File: config.mk
export PLATFORM = sky130hd
export DESIGN_NAME = uart_command_frame_parser
export DESIGN_NICKNAME = d
export VERILOG_FILES = /design/src/hw/rtl/uart_cfp_pkg.sv /design/src/hw/rtl/uart_cfp_core.sv /design/src/hw/rtl/uart_command_frame_parser.sv
export VERILOG_INCLUDE_DIRS = /design/src /design/src/hw/rtl
export SDC_FILE = /design/constraint.sdc
export NUM_CORES = 1
export LEC_CHECK = 0
export BUFFER_PORTS_ARGS = -buffer_cell sky130_fd_sc_hd__buf_4
export CAP_MARGIN = 20
export CORE_UTILIZATION = 50
export DETAILED_ROUTE_END_ITERATION = 10
export PLACE_DENSITY = 0.7
export SYNTH_ARGS = -nofsm -noshare
export SYNTH_HDL_FRONTEND = slang
export SYNTH_SLANG_ARGS = --single-unit
File: constraint.sdc
create_clock -name clk -period 4 [get_ports clk]
set_clock_uncertainty 0.1 [all_clocks]
set_input_delay 0.8 -clock clk [delete_from_list [all_inputs] [get_ports clk]]
set_output_delay 0.8 -clock clk [all_outputs]
set_load 0.05 [all_outputs]
File: src/hw/rtl/uart_command_frame_parser_macros.svh
// Assertion macros for the command frame parser.
// Included by modules that carry concurrent checks; no other dependencies.
`ifndef UART_COMMAND_FRAME_PARSER_MACROS_SVH
`define UART_COMMAND_FRAME_PARSER_MACROS_SVH

`ifndef SYNTH
`define CFP_ASSERT(lbl, clk, rstn, prop) \
	lbl: assert property (@(posedge clk) disable iff (!rstn) prop) \
		else $error("cfp assertion failed");
`define CFP_ASSERT_MSG(lbl, clk, rstn, prop, msg) \
	lbl: assert property (@(posedge clk) disable iff (!rstn) prop) \
		else $error(msg);
`else
`define CFP_ASSERT(lbl, clk, rstn, prop)
`define CFP_ASSERT_MSG(lbl, clk, rstn, prop, msg)
`endif

`endif

File: src/hw/rtl/uart_cfp_pkg.sv
// Shared types and constants for the command frame parser.
// No dependencies.
package uart_cfp_pkg;

	localparam int unsigned FRAME_LEN = 15;
	localparam int unsigned CNT_W     = 4;

	localparam logic [CNT_W-1:0] IDX_TWO    = CNT_W'(2);
	localparam logic [CNT_W-1:0] IDX_TWELVE = CNT_W'(12);
	localparam logic [CNT_W-1:0] CNT_LAST   = CNT_W'(FRAME_LEN);

	localparam logic [7:0] CH_K = 8'h4B;
	localparam logic [7:0] CH_S = 8'h53;
	localparam logic [7:0] CH_E = 8'h45;
	localparam logic [7:0] CH_X = 8'h58;
	localparam logic [7:0] CH_T = 8'h54;
	localparam logic [7:0] CH_Q = 8'h51;
	localparam logic [7:0] CH_D = 8'h44;
	localparam logic [7:0] REMOTE_MARK = 8'hFF;
	localparam logic [7:0] ZERO_MARK   = 8'h00;

	typedef enum logic [1:0] {
		MODE_NONE   = 2'd0,
		MODE_REMOTE = 2'd1,
		MODE_ZERO   = 2'd2
	} mode_t;

	typedef enum logic [1:0] {
		KIND_REMOTE   = 2'd0,
		KIND_ZERO     = 2'd1,
		KIND_INTERVAL = 2'd2
	} kind_t;

	typedef enum logic [4:0] {
		HUNT_IDLE  = 5'b00001,
		HUNT_FRAME = 5'b00010,
		HUNT_X     = 5'b00100,
		HUNT_XT    = 5'b01000,
		HUNT_XTQ   = 5'b10000
	} hunt_t;

	typedef struct packed {
		logic  reply_valid;
		kind_t reply_kind;
		logic  sending_on;
		logic  reset_request;
		logic  frame_dropped;
		mode_t mode_now;
	} cfp_result_t;

endpackage

File: src/hw/rtl/uart_cfp_core.sv
// Parser state and per-byte decode for the command frame parser.
// Depends on uart_cfp_pkg and uart_command_frame_parser_macros.svh.
`include "uart_command_frame_parser_macros.svh"

module uart_cfp_core
	import uart_cfp_pkg::*;
(
	input  logic        clk,
	input  logic        arst_n,
	input  logic        fire,
	input  logic [7:0]  rx_byte,
	output cfp_result_t res
);

	hunt_t             state_q, state_d;
	logic [CNT_W-1:0]  cnt_q, cnt_d, cnt_inc;
	logic [7:0]        byte_two_q, byte_twelve_q, two_eff, twelve_eff;
	mode_t             mode_q, mode_d;
	logic              send_q, send_d;

	assign cnt_inc    = cnt_q + CNT_W'(1);
	assign two_eff    = (cnt_q == IDX_TWO) ? rx_byte : byte_two_q;
	assign twelve_eff = (cnt_q == IDX_TWELVE) ? rx_byte : byte_twelve_q;

	always_comb begin
		state_d = state_q;
		cnt_d   = cnt_q;
		mode_d  = mode_q;
		send_d  = send_q;
		res     = '{reply_valid: 1'b0, reply_kind: KIND_REMOTE, sending_on: 1'b0,
			reset_request: 1'b0, frame_dropped: 1'b0, mode_now: MODE_NONE};
		priority if (!send_q && rx_byte == CH_K) begin
			send_d = 1'b1;
		end else if (state_q == HUNT_IDLE && rx_byte == CH_S) begin
			state_d = HUNT_FRAME;
			cnt_d   = CNT_W'(1);
		end else if (state_q == HUNT_FRAME) begin
			cnt_d = cnt_inc;
			if (cnt_inc == CNT_LAST) begin
				cnt_d   = '0;
				state_d = HUNT_IDLE;
				if (rx_byte == CH_E) begin
					res.reply_valid = 1'b1;
					if (two_eff == REMOTE_MARK) begin
						mode_d         = MODE_REMOTE;
						res.reply_kind = KIND_REMOTE;
					end else if (twelve_eff == ZERO_MARK) begin
						mode_d         = MODE_ZERO;
						res.reply_kind = KIND_ZERO;
					end else begin
						res.reply_kind = KIND_INTERVAL;
					end
					if (mode_d == MODE_REMOTE)
						send_d = 1'b1;
					else if (mode_d == MODE_ZERO)
						send_d = 1'b0;
				end else begin
					res.frame_dropped = 1'b1;
				end
			end
		end else begin
			unique case (state_q)
				HUNT_IDLE: begin
					if (rx_byte == CH_X)
						state_d = HUNT_X;
				end
				HUNT_X:  state_d = (rx_byte == CH_T) ? HUNT_XT : HUNT_IDLE;
				HUNT_XT: state_d = (rx_byte == CH_Q) ? HUNT_XTQ : HUNT_IDLE;
				HUNT_XTQ: begin
					if (rx_byte == CH_D) begin
						send_d            = 1'b0;
						res.reset_request = 1'b1;
					end
					state_d = HUNT_IDLE;
				end
				default: state_d = HUNT_IDLE;
			endcase
		end
		res.sending_on = send_d;
		res.mode_now   = mode_d;
	end

	always_ff @(posedge clk or negedge arst_n) begin
		if (!arst_n) begin
			state_q <= HUNT_IDLE;
			cnt_q   <= '0;
			mode_q  <= MODE_NONE;
			send_q  <= 1'b0;
		end else if (fire) begin
			state_q <= state_d;
			cnt_q   <= cnt_d;
			mode_q  <= mode_d;
			send_q  <= send_d;
		end
	end

	// frame bytes kept without reset; always written before the frame end
	always_ff @(posedge clk) begin
		if (fire && state_q == HUNT_FRAME && cnt_q == IDX_TWO)
			byte_two_q <= rx_byte;
		if (fire && state_q == HUNT_FRAME && cnt_q == IDX_TWELVE)
			byte_twelve_q <= rx_byte;
	end

	`CFP_ASSERT(a_reply_excl, clk, arst_n,
		fire |-> !(res.reply_valid && (res.reset_request || res.frame_dropped)))
	`CFP_ASSERT(a_remote_sends, clk, arst_n,
		(fire && res.reply_valid && res.reply_kind == KIND_REMOTE) |-> res.sending_on)
	`CFP_ASSERT_MSG(a_reset_mutes, clk, arst_n,
		(fire && res.reset_request) |=> !send_q, "reset request left sending on")
	`CFP_ASSERT_MSG(a_cnt_in_frame, clk, arst_n,
		(cnt_q != '0) |-> (state_q == HUNT_FRAME), "byte count outside a frame")

endmodule

File: src/hw/rtl/uart_command_frame_parser.sv
// Top level of the serial command frame parser: input stage, result register.
// Depends on uart_cfp_pkg and uart_cfp_core.
//
// Usage:
//   s_axis carries one received serial byte per transfer in s_tdata[7:0].
//   m_axis returns exactly one result per accepted byte, in order:
//     reply flag and kind, sending state, reset request, dropped frame flag
//     and current mode after that byte.
// Path: an accepted byte is held in the input register, then decoded into the
//   result register when that register is empty or m_tready is high.
// Throughput: one byte per cycle while m_tready is high; the parser state update is
//   combinational compare logic in the decode stage.
// Reset: arst_n clears both stages, the hunt state, byte count, mode
//   and sending flag; the two kept frame bytes are not reset.
// Stall: while m_tready is low and a result waits, the decode stage holds;
//   s_tready falls once the input register is also occupied, and nothing
//   is lost or repeated.
module uart_command_frame_parser
	import uart_cfp_pkg::*;
(
	input  logic       clk,
	input  logic       arst_n,
	input  logic       s_tvalid,
	output logic       s_tready,
	input  logic [7:0] s_tdata,   // [7:0] rx_byte
	output logic       m_tvalid,
	input  logic       m_tready,
	output logic [7:0] m_tdata    // [0] reply_valid, [2:1] reply_kind, [3] sending_on,
	                              // [4] reset_request, [5] frame_dropped, [7:6] mode_now
);

	logic        valid_s1;
	logic [7:0]  byte_s1;
	logic        adv;
	logic        fire;
	cfp_result_t res;
	cfp_result_t res_s2;
	logic        valid_s2;

	assign adv      = !valid_s2 || m_tready;
	assign fire     = valid_s1 && adv;
	assign s_tready = adv || !valid_s1;

	always_ff @(posedge clk or negedge arst_n) begin
		if (!arst_n) begin
			valid_s1 <= 1'b0;
			valid_s2 <= 1'b0;
		end else begin
			if (s_tready)
				valid_s1 <= s_tvalid;
			if (adv)
				valid_s2 <= valid_s1;
		end
	end

	always_ff @(posedge clk) begin
		if (s_tready && s_tvalid)
			byte_s1 <= s_tdata;
		if (fire)
			res_s2 <= res;
	end

	uart_cfp_core u_core (
		.clk     (clk),
		.arst_n  (arst_n),
		.fire    (fire),
		.rx_byte (byte_s1),
		.res     (res)
	);

	assign m_tvalid = valid_s2;
	assign m_tdata  = {res_s2.mode_now, res_s2.frame_dropped, res_s2.reset_request,
		res_s2.sending_on, res_s2.reply_kind, res_s2.reply_valid};

endmodule
==> results.yml <==
status:
  status: "finished clean"
cells_and_area:
  fillers: 338
  drive_gt1_frac: 0.2708
  regArea_um2: 1313
  nets: 206
  multiInputGateArea_um2: 784.5
  synthToLayoutAreaGrowth_pct: 14.97
  final_util: 0.6038
  antenna_cells: 0
setup_path:
  rr_startpoint: "u_core.cnt_q[0]$_DFFE_PN0P_"
  endpoint_kind: "flip-flop"
  start_kind: "flip-flop"
  reg2reg_slack_ns: 1.59
  critPathMaxFanout: 7
  worstRegToRegCells: 8
  cp_data_required_time_ns: 4.09
  critical_path_class: "flip-flop to flip-flop"
  r2r_end: "u_core.send_q$_DFFE_PN0P_"
  cp.arrival_ns: 2.50
pwr:
  clockPowerShare: 0.294
  p_sw_uw: 265.5
  pwr-share-seq: 0.576
  p_sw_frac: 0.2695
  vdd_drop_max_uv: 319.3
  powerDensity_nw_per_um2: 402.1
  power.leakage_uw: 0.0009026
  p_comb_frac: 0.130
  internal_power_uw: 719.6
yosys:
  ys_seq_area_frac: 0.6160
  synth-async-reset-ratio: 0.3043
  synth_most_common_cell: "edfxtp_1"
  synth.distinct_cells: 50
  synth_fp_nets: 177
  synth_seq_cells: 46
  syn_area_per_cell_um2: 13.15
  synth_ff_type: "edfxtp_1"
  syn-cell-area_um2: 2131
  yosys_warnings: 0
  synth_top_cell_by_area: "edfxtp_1"
  syn-instance-count: 162
  yosysTopAreaCellShare: 0.4510
  synth-edff-count: 32
  synth_common_cells: "edfxtp_1, dfrtp_1, nand2_1, nor2_1, o21ai_0"
  synth_area_leaders: "edfxtp_1, dfrtp_1, o21ai_0"
drt:
  route.detailed.drc: 0
  wl_per_cell_um: 15.99
  antenna_left: 0
  via_per_inst: 5.760
  wirelength_um: 3870
  dr.first_iter.drc_count: 66
  dr_total_vias: 1394
  firstDrtPassIters: 4
floorplanning:
  start_util: 0.5251
  io_pins: 22
  die-area_um2: 4527
  die_h_um: 67.28
  core_um2: 4058
  rows: 23
  die_w_um: 67.28
global_route:
  antenna_found_initial: 0
  grt_usage: 0.1929
  grt-ovfl-total: 0
  grt_pass1_wl_um: 6396
  first_global_vias: 1380
  grt_max_degree: 17
cts:
  cts_buffers: 5
  clock-sinks: 46
  cts_tree: "built"
  clock_latency_ns: 0.30
  cts_hold_buf: 0
  clock-root-buffer: "clkbuf_8"
  path_clk_slew_ns: 0.09
  htreeDepth: 2
  post_cts_buffers: 0
  clk_path_buf_depth: 2
  cts_resized: 0
sta:
  finalCritPeriodShare: 0.6037
  setup_tns_ns: 0
  fin_crit_ns: 2.415
  worst_pin_slew_ns: 0.4655
  hold_viol_final: 0
  rsz0062_at_grt: "no"
  setup_viol: 0
  slew_headroom: 0.6877
  final_max_slew_viol_count: 0
  max_freq_mhz: 414.1
placed_design:
  detailed_place_hpwl_um: 2856
  place.gp.congestion: 0.8989
  io_buffers: 21
worst_hold_path:
  hold_path.class: "primary input to async pin"
run:
  max-cap-violations: 0
[metrics by stage]
stage	setup WS, ns	instance area [um^2]	total power (uW)	hold WS (ns)	cells
4_1_cts	1.542	2445	989.6	0.2302	241
3_5_place_dp	1.503	2351	705.7	0.3905	233
6_report	1.585	2450	985.1	0.2286	242
5_1_grt	1.449	2450	1021	0.2304	242
3_3_place_gp	1.567	2351	697.8	0.3918	233
2_1_floorplan	1.817	2131	662.2	0.3572	162
[cell usage in the layout (no fill, tap or decap), types with 2 or more instances in the layout]
| master | synthesis | final |
|---|---|---|
| and3b_1 | 2 | 2 |
| nand2_1 | 11 | 11 |
| or4_4 | 2 | 2 |
| nand2b_1 | 4 | 4 |
| nand4b_1 | 2 | 2 |
| nand4_1 | 2 | 2 |
| mux2_2 | 4 | 4 |
| nor4_1 | 4 | 4 |
| o21ai_0 | 9 | 9 |
| dfrtp_1 | 13 | 13 |
| nand3_1 | 4 | 4 |
| ha_1 | 3 | 3 |
| clkbuf_8 | 0 | 5 |
| and3_1 | 4 | 4 |
| inv_1 | 8 | 8 |
| edfxtp_1 | 32 | 32 |
| buf_4 | 0 | 21 |
| a21oi_1 | 2 | 2 |
| nand3b_1 | 5 | 5 |
| nor2_1 | 11 | 11 |
| and2_1 | 3 | 3 |
| nor3_1 | 7 | 7 |
[per-layer routing]
| metal | GRT usage | vias up | wire, um |
|---|---|---|---|
| met4 | 0.06383 | 0 | 48 |
| met3 | 0.06081 | 6 | 177 |
| li1 | - | 671 | - |
| met2 | 0.3088 | 33 | 1897 |
| met5 | 0 | - | 0 |
| met1 | 0.2481 | 684 | 1747 |
[final cells by class]
cell class              instances  share of cell area
clock inverters                 3             0.01021
multi-input cells             107              0.3202
flip-flops and latches         46              0.5358
well taps                      50             0.02554
inverters                       9             0.01379
repair buffers                 22             0.06639
clock buffers                   5             0.02809
[sequential cells by signal, indices dropped and copies added (netlist names), 2 cells and up]
signal                flops
byte_s1                   8
m_tdata                   8
u_core.byte_twelve_q      8
u_core.byte_two_q         8
u_core.cnt_q              4
u_core.mode_q             2
u_core.state_q            5
[worst max-delay path by stage]
| stage | from | to | slack, ns | depth (start not counted) |
|---|---|---|---|---|
| after floorplan | m_tready | s_tready | 1.82 | 1 |
| after global placement | m_tready | u_core.state_q[2]$_DFFE_PN0P_ | 1.57 | 7 |
| after detailed placement | m_tready | u_core.state_q[3]$_DFFE_PN0P_ | 1.50 | 7 |
| after CTS | u_core.state_q[2]$_DFFE_PN0P_ | u_core.byte_twelve_q[0]$_DFFE_PP_ | 1.54 | 3 |
| after global routing | u_core.cnt_q[0]$_DFFE_PN0P_ | u_core.send_q$_DFFE_PN0P_ | 1.45 | 8 |
| final | u_core.cnt_q[0]$_DFFE_PN0P_ | u_core.send_q$_DFFE_PN0P_ | 1.59 | 8 |
[power groups by stage]
stage                     Combinational [uW]  Clock (uW)  Sequential, uW
after global routing                     140         311             571
after floorplan                         78.0           0             584
after CTS                                129         294             567
after global placement                   123           0             575
final                                    128         290             567
after detailed placement                 129           0             577
[kinds of logic after synthesis]
logic type / synth area share
multiplexers: 0.03288
AO/OA/AOI/OAI: 0.09102
AND/OR/NAND/NOR: 0.2226
adder cells (fa/ha/maj): 0.01762
buffers and inverters: 0.01585
flip-flops: 0.6160
XOR/XNOR: 0.004111
[worst max-delay path, stage by stage (launching register included)]
cell and delay, ns:
dfrtp_1 0.47, inv_1 0.11, ha_1 0.23, nor3b_1 0.43, nor3_1 0.11, a31o_2 0.26
mux2i_1 0.19, o211ai_2 0.12, mux2_4 0.28
Note: power is estimated with default switching activity, not from simulation.
